==> src/rtl/srt_ram.sv <==
// generic single write, single read ram with registered read data
module srt_ram #(
   parameter int WIDTH = 8,
   parameter int DEPTH = 16,
   localparam int AW   = $clog2(DEPTH)
) (
   input  logic             clock,
   input  logic             wr_en,
   input  logic [AW-1:0]    wr_addr,
   input  logic [WIDTH-1:0] wr_data,
   input  logic [AW-1:0]    rd_addr,
   output logic [WIDTH-1:0] rd_data
);

   logic [WIDTH-1:0] mem_ff [DEPTH];
   logic [WIDTH-1:0] rd_data_ff;

   // write port
   always_ff @(posedge clock) begin
      if (wr_en) begin
         mem_ff[wr_addr] <= wr_data;
      end
   end

   // registered read port
   always_ff @(posedge clock) begin
      rd_data_ff <= mem_ff[rd_addr];
   end

   assign rd_data = rd_data_ff;

endmodule

==> config.mk <==
export PLATFORM = sky130hd
export DESIGN_NAME = srt_ram
export DESIGN_NICKNAME = d
export VERILOG_FILES = /design/src/rtl/srt_ram.sv
export SDC_FILE = /design/constraint.sdc
export NUM_CORES = 1
export LEC_CHECK = 0
export BUFFER_PORTS_ARGS = -buffer_cell sky130_fd_sc_hd__buf_4
export CORE_ASPECT_RATIO = 1.5
export CORE_MARGIN = 4
export CORE_UTILIZATION = 50
export DETAILED_ROUTE_END_ITERATION = 8
export GPL_ROUTABILITY_DRIVEN = 0
export PLACE_DENSITY = 0.66
export SLEW_MARGIN = 10
export SYNTH_ARGS = -nofsm -noshare
export SYNTH_HDL_FRONTEND = slang
export SYNTH_SLANG_ARGS = --single-unit
==> constraint.sdc <==
create_clock -name clock -period 2.74 [get_ports clock]
set_clock_uncertainty 0.05 [all_clocks]
set_input_delay 0.548 -clock clock [delete_from_list [all_inputs] [get_ports clock]]
set_output_delay 0.548 -clock clock [all_outputs]
set_load 0.005 [all_outputs]
* Word level (Yosys, flattened, before mapping) *
Memories as Yosys holds them, arrays and structs flattened. A register that Yosys moved wholly into a read port is not among the register bits.
Index checks and enable logic that the tools add are counted.

word-level totals
  output and inout port bits = 8
  ROM bits = 0
  memories = 1
  flip-flop bits (word level) = 0
  input bits = 18
  memory bits (writable) = 128
  latch bits = 0

memory list
  name    depth  width  rd ports  clocked after Yosys merged registers in  wr ports  RTL line  text
  mem_ff  16     8      1         1                                        1         15        logic [WIDTH-1:0] mem_ff [DEPTH];

cells by class
  bitwise operators = 0
  divide/modulo/power cells = 0
  $add $sub $neg = 0
  eq/ne operators = 0
  shifts and indexed selects = 0
  magnitude comparators = 0
  mux-type cells = 2
  reductions and logical operators = 0
  multipliers = 0

operators by type and width
  cell     count
  $mux W1  2

* Depth between registers and ports, before layout *
  word-level depth = 2
  depth in mapped cells = 5

* Least setup slack after synthesis *
No wires, ideal clock.

  path type = in2reg
  start point = input port wr_addr[2]
  end point = memory mem_ff[0][0], enable pin
  arrival = 1.658 ns
  buffers on the path = 0
  cell stages on the path = 2
  required time = 2.307 ns
  slack = 0.649 ns
  path through = or3b_2 > nor3_1

RTL lines
  what         RTL line  text
  from (decl)  9         input logic [AW-1:0] wr_addr,
  to (decl)    15

Straight into the memory's write port.

==> run metrics <==
Layout area overhead=18.79%; outcome=finished, final reports clean; Synth cell types=19; # diodes=0; post-route cell area=0.006115 mm²; crit path capture type=flip-flop; Yosys reg bits=136; Syn Inst Count=229; dominant cells by area after synthesis=edfxtp_1 75%, mux4_2 7.9%, mux4_1 7.1%, dfxtp_1 3.1%, a22oi_1 2.3%; Site Rows=45; Commonest cells post-synth=128 x edfxtp_1, 18 x mux4_2, 16 x a22oi_1; # DRC=0; Most Used Layer, Global Route=met2; Global Route Usage Sum=17.35%; Final #Nets=298; Congestion Overflow GR=0; Post-Syn Area=0.005147 mm²; Clock Pin Slew Worst Setup and Hold Paths=50 ps; syn_nets=247; Critical Path AT=2000 ps; vias after detailed routing=2387; cts repair resizes=0; IO Count=26; Post-synth EDFFs=128; met2 Use GR=28.93%; post-synthesis sequential area ratio=77.78%; dpl cell area=0.005535 mm²; Leak=2.087 nW; Initial Utilization=51.07%; final slew viol count=0; post-detailed-route count of antenna-violating nets=0; starting DRC count in detailed routing=185; area share of the largest cell type after synthesis=74.67%; hold_ws=396.1 ps; CTS H-tree depth=4; met1 GRT Util=21.56%; CTS sink cnt=136; fin crit share=64.09%; I/O Buffers=25; share of cells above drive strength 1=31.40%; final hold vios=0; Hold Path Class=input pin to flip-flop; Async SR Flop Fraction=0%; pwr/cell area=771.3 mW/mm²; MaxCap Viol Count=0; Setup-failing EPs final=0; crit-path max FO=21; fmax=0.5695 GHz; largest net degree at the start of global routing=33; root buf cell=clkbuf_16; post-route core utilization=60.67%; CTS Buffer Depth=2; Skew-Pair Late Insertion Delay=410 ps; largest area contributor in the synthesized netlist=edfxtp_1; initial antenna violation count=0; DP Wirelength=6350 µm; relative slew slack=52.67%; Period minus WS final=1756 ps; Final TNS setup=0 ps; CTS buffer count=17; Syn Area/Cell=22.48 µm²; routed length per instance=23.17 µm; unrepaired setup endpoints after global routing=no; core box area=0.01008 mm²; DIE HEIGHT=132.3 µm; Setup Buffers After CTS=0; Post-Route WL=9501 µm; actual slew at the worst max-slew pin=708.5 ps; M3 GR Usage=4.797%; TritonRoute pass-1 iters=4; most frequent cell after synthesis=edfxtp_1; die footprint=0.01202 mm²; CTS tree=done; yosys warns=0; hold buffer count at cts=0; DIE WIDTH=90.85 µm; vias per cell=5.822; Setup crit start kind=input pin; first-pass GRT wire length=15040 µm; vias in the first global route=2554; Primary FF master, synth=edfxtp_1; CP required=2980 ps; CP Class=input pin to flip-flop; Max IR drop VDD=0.0004922 V
==> routing by layer <==
layer / share of wire [%] / up-vias
met1: 40 / 1231
met2: 55 / 63
met4: 1.3 / 0
li1: - / 1081
met5: 0 / -
met3: 4.0 / 12
==> power by group <==
part	total, W	internal [W]	switching [W]
clock network	0.00216	0.00134	0.000815
registers	0.00234	0.00233	0.0000143
logic	0.000220	0.000104	0.000116
total	0.00472	0.00377	0.000945
==> final timing paths <==
check	start	endpoint	slack, ps	cells past startpoint
worst min register to register	mem_ff[15][3]	rd_data[3]	620	3
worst max-delay path	rd_addr[0]	rd_data[2]	980	5
worst max register to register	mem_ff[3][3]	rd_data[3]	1320	3
worst min-delay path	wr_data[6]	mem_ff[7][6]	400	1
==> sequential cells by signal, indices dropped and copies added, names as in the netlist <==
register,flops
mem_ff,128
rd_data,8
==> layout make-up <==
type / instances / area [µm²]
fill: 689 / 3964
timing repair buffer: 42 / 327.8
sequential: 136 / 4004
clock inverter: 14 / 150.1
clock buffer: 18 / 429.2
multi-input combinational: 83 / 1057
tap: 117 / 146.4
==> layout by cell type, fill, tap and decap left out, drive strengths merged <==
cell / netlist / final
a22oi: 16 / 16
bufinv: 0 / 2
nor2b: 1 / 1
nand3: 1 / 1
and2: 1 / 1
buf: 7 / 42
or3b: 1 / 1
nand3b: 2 / 2
clkinvlp: 0 / 3
nand2: 9 / 9
clkinv: 0 / 7
mux4: 32 / 32
edfxtp: 128 / 128
inv: 0 / 2
nor2: 13 / 13
and2b: 1 / 1
nand2b: 2 / 2
clkbuf: 0 / 18
dfxtp: 8 / 8
nor3: 4 / 4
==> metrics by stage <==
stage | power, W | instances | worst slack (ps)
after global routing | 0.004902 | 410 | 922.4
after detailed placement | 0.002608 | 378 | 542.4
after floorplan | 0.002498 | 229 | 649.1
final | 0.004716 | 410 | 984.0
after global placement | 0.002604 | 378 | 560.7
after CTS | 0.004765 | 410 | 979.8
==> critical path, cell delays in order <==
cell and delay (ps):
buf_4 240, buf_12 250, mux4_1 590, a22oi_1 260, nand2_1 100
==> logic make-up after synthesis <==
group | count (synthesis) | synth area share [%]
mux | 32 | 15.02
flops | 136 | 77.78
buf+inv | 10 | 1.677
compound gates | 16 | 2.334
simple gates | 35 | 3.184
Note: power is estimated with default switching activity, not from simulation.
