File: config.mk
export PLATFORM = sky130hd
export DESIGN_NAME = srt_cmp
export DESIGN_NICKNAME = d
export VERILOG_FILES = /design/src/rtl/srt_pkg.sv /design/src/rtl/srt_cmp.sv
export SDC_FILE = /design/constraint.sdc
export NUM_CORES = 1
export LEC_CHECK = 0
export ABC_AREA = 1
export CAP_MARGIN = 20
export CORE_MARGIN = 2
export CORE_UTILIZATION = 50
export DETAILED_ROUTE_END_ITERATION = 8
export DONT_BUFFER_PORTS = 1
export GPL_ROUTABILITY_DRIVEN = 1
export GPL_TIMING_DRIVEN = 0
export PLACE_DENSITY = 0.67
export SLEW_MARGIN = 20
export SYNTH_ARGS = -nofsm -noshare
export SYNTH_HDL_FRONTEND = slang
export SYNTH_SLANG_ARGS = --single-unit
File: constraint.sdc
create_clock -name vclk -period 1.4
set_input_delay 0.28 -clock vclk [all_inputs]
set_output_delay 0.28 -clock vclk [all_outputs]
set_load 0.05 [all_outputs]
File: src/rtl/srt_pkg.sv
// shared types, widths and codes for the sorted range table
package srt_pkg;

   // table geometry
   localparam int TABLE_DEPTH = 512;
   localparam int IDX_W       = $clog2(TABLE_DEPTH);
   localparam int CNT_W       = $clog2(TABLE_DEPTH + 1);

   // field widths
   localparam int ADDR_W     = 64;
   localparam int PTR_W      = 64;
   localparam int LAST_W     = 32;
   localparam int ACT_W      = 2;
   localparam int STAT_W     = 2;
   localparam int IDX_OUT_W  = 9;
   localparam int IDX_EXT_W  = (IDX_W > IDX_OUT_W) ? IDX_W : IDX_OUT_W;

   // beat layout
   localparam int REQ_DATA_W   = 3 * ADDR_W + PTR_W + LAST_W;
   localparam int RSP_FIELDS_W = IDX_OUT_W + ADDR_W + PTR_W + LAST_W;
   localparam int RSP_DATA_W   = ((RSP_FIELDS_W + 7) / 8) * 8;
   localparam int RSP_PAD_W    = RSP_DATA_W - RSP_FIELDS_W;

   // action codes
   localparam logic [ACT_W-1:0] ACT_CLEAR  = 2'd0;
   localparam logic [ACT_W-1:0] ACT_INSERT = 2'd1;
   localparam logic [ACT_W-1:0] ACT_LOOKUP = 2'd2;

   // status codes
   localparam logic [STAT_W-1:0] ST_OK      = 2'd0;
   localparam logic [STAT_W-1:0] ST_MISS    = 2'd1;
   localparam logic [STAT_W-1:0] ST_PRESENT = 2'd2;
   localparam logic [STAT_W-1:0] ST_FULL    = 2'd3;

   // one table entry as stored in the ram
   typedef struct packed {
      logic [LAST_W-1:0] payload_last;
      logic [PTR_W-1:0]  payload_pointer;
      logic [ADDR_W-1:0] range_end;
      logic [ADDR_W-1:0] range_start;
   } entry_type;

   localparam int ENTRY_W = $bits(entry_type);

   // compare unit flags
   typedef struct packed {
      logic key_lt_start;
      logic key_eq_start;
      logic key_lt_end;
   } cmp_type;

   // sequencer states
   typedef enum logic [2:0] {
      S_IDLE,
      S_HINT_RD,
      S_HINT_CMP,
      S_SRCH_RD,
      S_SRCH_CMP,
      S_SHIFT,
      S_INS_WR,
      S_RESP
   } state_type;

endpackage

File: src/rtl/srt_cmp.sv
// shared compare unit: search key against one entry's start and end
module srt_cmp (
   input  logic [srt_pkg::ADDR_W-1:0] key,
   input  logic [srt_pkg::ADDR_W-1:0] range_start,
   input  logic [srt_pkg::ADDR_W-1:0] range_end,
   output srt_pkg::cmp_type           flags
);
   import srt_pkg::*;

   // unsigned 64-bit compares
   always_comb begin
      flags              = '0;
      flags.key_lt_start = (key < range_start);
      flags.key_eq_start = (key == range_start);
      flags.key_lt_end   = (key < range_end);
   end

endmodule
# Word level (Yosys, flattened, before mapping)

Cells that the tools add are included.

Flip-flop bits (word level): 0
Output and inout bits: 3
Word-level logic and storage cells: 3

Equality and inequality tests: 1
$lt $le $gt $ge: 2

Operators with widths:

| operator     | number |
|---|---|
| $lt 64x64->1 | 2 |
| $eq 64x64->1 | 1 |

# Depth between registers and ports, before layout

Gate-level depths: netlist (run 1).

Depth in word-level cells: 1
Mapped depth: 13

# Worst setup path before layout (run 1)

No wires, ideal clock.

Path kind: input to output
From: input port range_end[57] (netlist bit)
To: output port flags[0] (netlist bit)
Path buffers: 0
Cell stages on the path: 11
Data required time: 1.120 ns
Slack: -0.743 ns
Data arrival time: 1.863 ns
Cell sequence: inv_1 > ha_1 > nand2_1 > inv_1 > o21ai_1 > nand2_1 > nand2_1 > o211ai_1 > a21oi_1 > nand2_1 > a21oi_1

RTL lines:

| element     | line         | RTL |
|---|---|---|
| from (decl) | srt_cmp.sv:5 | `input logic [srt_pkg::ADDR_W-1:0] range_end,` |
| to (decl)   | srt_cmp.sv:6 | `output srt_pkg::cmp_type flags` |

==> results of run 1 <==
where the power goes:
part / internal (µW) / switching [µW] / leakage (µW) / total [µW]
combinational: 605 / 644 / 0.00233 / 1250
clock: 0 / 0 / 0 / 0
sequential: 0 / 0 / 0 / 0
total: 605 / 644 / 0.00233 / 1250
worst paths after layout:
path                        start        to  slack [ps]
setup / recovery  range_start[19]  flags[1]        -620
hold / removal            key[55]  flags[2]         970
per-layer routing:
layer	vias to the layer above	track usage	part of all wire
met5	-	0	0
met4	0	0.0361	0.013
met3	12	0.0491	0.079
met2	121	0.442	0.54
met1	1431	0.220	0.36
li1	1714	-	-
worst max-delay path: stages:
cell and delay [ps]:
inv_2 20, ha_4 280, nand4_1 160, nor4_4 280, nand4_1 220, nor3_4 500
cells by family after synthesis:
group | Yosys count | share of synthesized area
fa+ha+maj | 127 | 0.478
compound gates | 86 | 0.133
simple gates | 166 | 0.218
buf+inv | 151 | 0.171
metrics by stage:
stage / worst slack (ps) / area (µm²) / std cells
finish: -621 / 4470 / 610
global route: -736 / 4470 / 610
CTS: -676 / 3950 / 608
floorplan: -408 / 3570 / 530
detailed placement: -672 / 3660 / 607
global placement: -634 / 3660 / 607
area by class of cell:
cell class / count / area (µm²)
inverter: 151 / 589
tap: 77 / 96.3
timing repair buffer: 3 / 22.5
fill: 525 / 1920
multi-input combinational: 379 / 3760
Yosys cell counts:
library cell | count | area share
nand4_1 | 12 | 0.023
o21ai_1 | 12 | 0.018
nor2_1 | 30 | 0.034
inv_2 | 2 | 0.0023
nor3_2 | 3 | 0.0090
nand3_1 | 10 | 0.015
inv_1 | 149 | 0.17
o211ai_1 | 2 | 0.0045
a21oi_1 | 63 | 0.095
nand2_2 | 2 | 0.0038
nor3_1 | 5 | 0.0075
o21ai_0 | 6 | 0.0090
nor4_4 | 1 | 0.0064
nand2_1 | 99 | 0.11
o21a_1 | 3 | 0.0068
nor2_2 | 3 | 0.0056
nand3b_1 | 1 | 0.0023
ha_1 | 127 | 0.48
what timing repair did:
item                                    in CTS  in global routing
buffers inserted                             1                  2
endpoints found under the setup margin       3                  3
pin swaps                                   35                 66
cloned                                       0                  0
resized for setup                           42                 94
==> out/qor.txt, run 1 <==
Layout clock buffers -> 0
final worst path period need -> 2020 ps
die footprint -> 7310 µm²
CP Launch Type -> primary input
Max Clk Rate -> 495 MHz
Detail Placement HPWL -> 7360 µm
Slew headroom -> 0.616
peak supply drop -> 165 µV
routed vias -> 3278
Chip Width -> 85.5 µm
library cells used by synthesis -> 18
Pwr per Cell Area -> 280 nW/µm²
Post-Synthesis Cells -> 530
slew at the pin closest to its max-slew limit -> 575 ps
Initial Utilization -> 0.520
Post-Syn Area -> 3320 µm²
most common cell after layout, fill and taps aside -> inv_1
Hold WS -> 968 ps
fin. max-slew vios -> 0
Crit Path Class -> in2out
gr ovfl total -> 0
global-route wire length before repair -> 13400 µm
final setup TNS -> -1430 ps
Total Routed Length -> 8680 µm
crit path DAT -> 1740 ps
Overall Power -> 1250 µW
hold-critical path depth -> 6
Port Buffers -> 0
type of the most critical hold path -> in2out
share of post-route cells with drive strength above 1 -> 0.325
initial antenna violation count -> 0
FP Rows -> 29
Final Worst Setup Slack -> -621 ps
final worst path period share -> 1.44
largest net degree at the start of global routing -> 4
GP Congestion -> 0.839
# hold bufs at CTS -> 0
Core Region -> 6390 µm²
worst-path maximum fanout -> 3
status -> complete, but fails checks
IO Count -> 195
Static Leakage -> 0.00233 µW
Max Cap Viol -> 0
number of global-route vias before repair -> 3382
post-route ant nets -> 0
final hold vios -> 0
WP data required -> 1120 ps
synth warn -> 0
iteration-0 DRC count of the detailed router -> 39
total iterations of the first detailed-routing run -> 4
nets@finish -> 854
Post-Route Utilization -> 0.699
total track usage -> 0.215
Layout area overhead -> 34.4%
Mean Syn Cell Area -> 6.27 µm²
routed length per instance -> 14.2 µm
FF+latch count -> 0
Final Setup Violations -> 3
most frequent cells in the layout -> 116 x inv_1, 83 x nand2_1, 71 x ha_1
number of inserted diodes -> 0
crit path capture type -> output port
Register Area -> 0 µm²
RSZ-0062 raised after global routing -> yes
Die Y -> 85.5 µm
failing checks -> setup timing
via/cell ratio -> 5.37
Syn Nets -> 849
Residual DRC -> 0
sequential-to-total area share from yosys stat -> 0
No activity file was read; power rests on OpenSTA's default activity.
==> run 2: changes to the inputs <==
CORE_UTILIZATION = 40   (was 50)
PLACE_DENSITY = default   (was 0.67)
==> run 2 against run 1 <==
  * The run still ends with setup timing left
  * Sequential share of layout area unchanged
  * Global-route usage shrank 4.7 points
  * Cell count increased by 4.3%
  * Worst setup slack improved by 59 ps
  * Die area increased by 24%
  * Combinational power is 6% lower
  * Critical path type unchanged
  * Count of clock-buffer cells in the layout stayed put
  * Largest power group unchanged
  * Critical path depth increased by 2
==> out/qor.txt, run 2 (synthesis gave the netlist of run 1 again) <==
IO Count -> 195
Layout area overhead -> 30.6%
Max Used Layer -> met4
WP data required -> 1120 ps
number of inserted diodes -> 0
hold-critical path depth -> 6
total iterations of the first detailed-routing run -> 4
fin. max-slew vios -> 0
Register Area -> 0 µm²
most frequent cells in the layout -> 122 x inv_1, 87 x nand2_1, 79 x ha_1
Max Cap Viol -> 0
RSZ-0062 raised after global routing -> yes
peak supply drop -> 125 µV
crit path capture type -> output port
Residual DRC -> 0
final worst path period share -> 1.40
final hold vios -> 0
routed vias -> 3319
Chip Width -> 95.2 µm
Static Leakage -> 0.00232 µW
worst-path maximum fanout -> 2
Final Worst Setup Slack -> -562 ps
dpl cells -> 635
initial antenna violation count -> 0
Layout clock buffers -> 0
most common cell after layout, fill and taps aside -> inv_1
global-route wire length before repair -> 12800 µm
CP Launch Type -> primary input
Slew headroom -> 0.622
routed wl met3 -> 786 µm
Pwr per Cell Area -> 271 nW/µm²
post-route ant nets -> 0
GP Congestion -> 0.765
via/cell ratio -> 5.22
failing checks -> setup timing
Max Clk Rate -> 510 MHz
die footprint -> 9050 µm²
Initial Utilization -> 0.409
FF+latch count -> 0
total track usage -> 0.168
Detail Placement HPWL -> 7610 µm
Post-Route Utilization -> 0.533
Total Routed Length -> 8640 µm
routed length per instance -> 13.6 µm
nets@finish -> 852
largest net degree at the start of global routing -> 4
Post-Layout Cell Count -> 636
iteration-0 DRC count of the detailed router -> 33
number of global-route vias before repair -> 3227
gr ovfl total -> 0
met2 wire length -> 4630 µm
crit path DAT -> 1680 ps
met1 WL -> 3120 µm
final worst path period need -> 1960 ps
FP Rows -> 33
share of post-route cells with drive strength above 1 -> 0.264
slew at the pin closest to its max-slew limit -> 565 ps
Final Setup Violations -> 3
type of the most critical hold path -> in2out
Port Buffers -> 0
Crit Path Class -> in2out
status -> complete, but fails checks
# hold bufs at CTS -> 0
Die Y -> 95.2 µm
Core Region -> 8130 µm²
-- run 2: per-layer routing --
layer  vias up  global-route usage
met5         -                   0
met4         0              0.0205
met3        14              0.0395
met2       127               0.345
met1      1470               0.173
li1       1708                   -
-- run 2: what timing repair did --
action | in CTS | in global routing
gates resized for setup | 57 | 53
setup buffers | 0 | 1
endpoints found under the setup margin | 3 | 3
pin swaps | 39 | 37
-- run 2: layout make-up --
| cell class | instances | area [µm²] |
|---|---|---|
| repair buffers | 1 | 7.51 |
| fillers | 791 | 3790 |
| multi-input cells | 379 | 3600 |
| well taps | 105 | 131 |
| inverters | 151 | 602 |
-- run 2: power by group --
group	total, µW	switching (µW)	internal (µW)	leakage [µW]
sequential	0	0	0	0
combinational	1180	620	558	0.00232
clock	0	0	0	0
total	1180	620	558	0.00232
-- run 2: path summary, 6_finish.rpt --
| check | slack (ps) | startpoint | to |
|---|---|---|---|
| setup / recovery | -560 | range_start[28] | flags[1] |
| hold / removal | 1020 | key[31] | flags[2] |
-- run 2: stage by stage --
| step | power, µW | hold WS [ps] | worst slack, ps | area, µm² | setup TNS, ps |
|---|---|---|---|---|---|
| detailed placement | 945 | 1030 | -640 | 3700 | -1690 |
| finish | 1180 | 1020 | -562 | 4340 | -1440 |
| global route | 1370 | 1060 | -697 | 4340 | -1740 |
| CTS | 1070 | 1020 | -613 | 4040 | -1480 |
| floorplan | 762 | 968 | -408 | 3570 | -1030 |
| global placement | 904 | 1020 | -650 | 3700 | -1670 |
-- run 2: critical path, stage by stage --
cell and delay (ps):
inv_1 20, ha_1 280, nand2_2 70, nor2_4 90, nand2_2 90, nor4_4 160
nand4_1 200, nor3_4 490
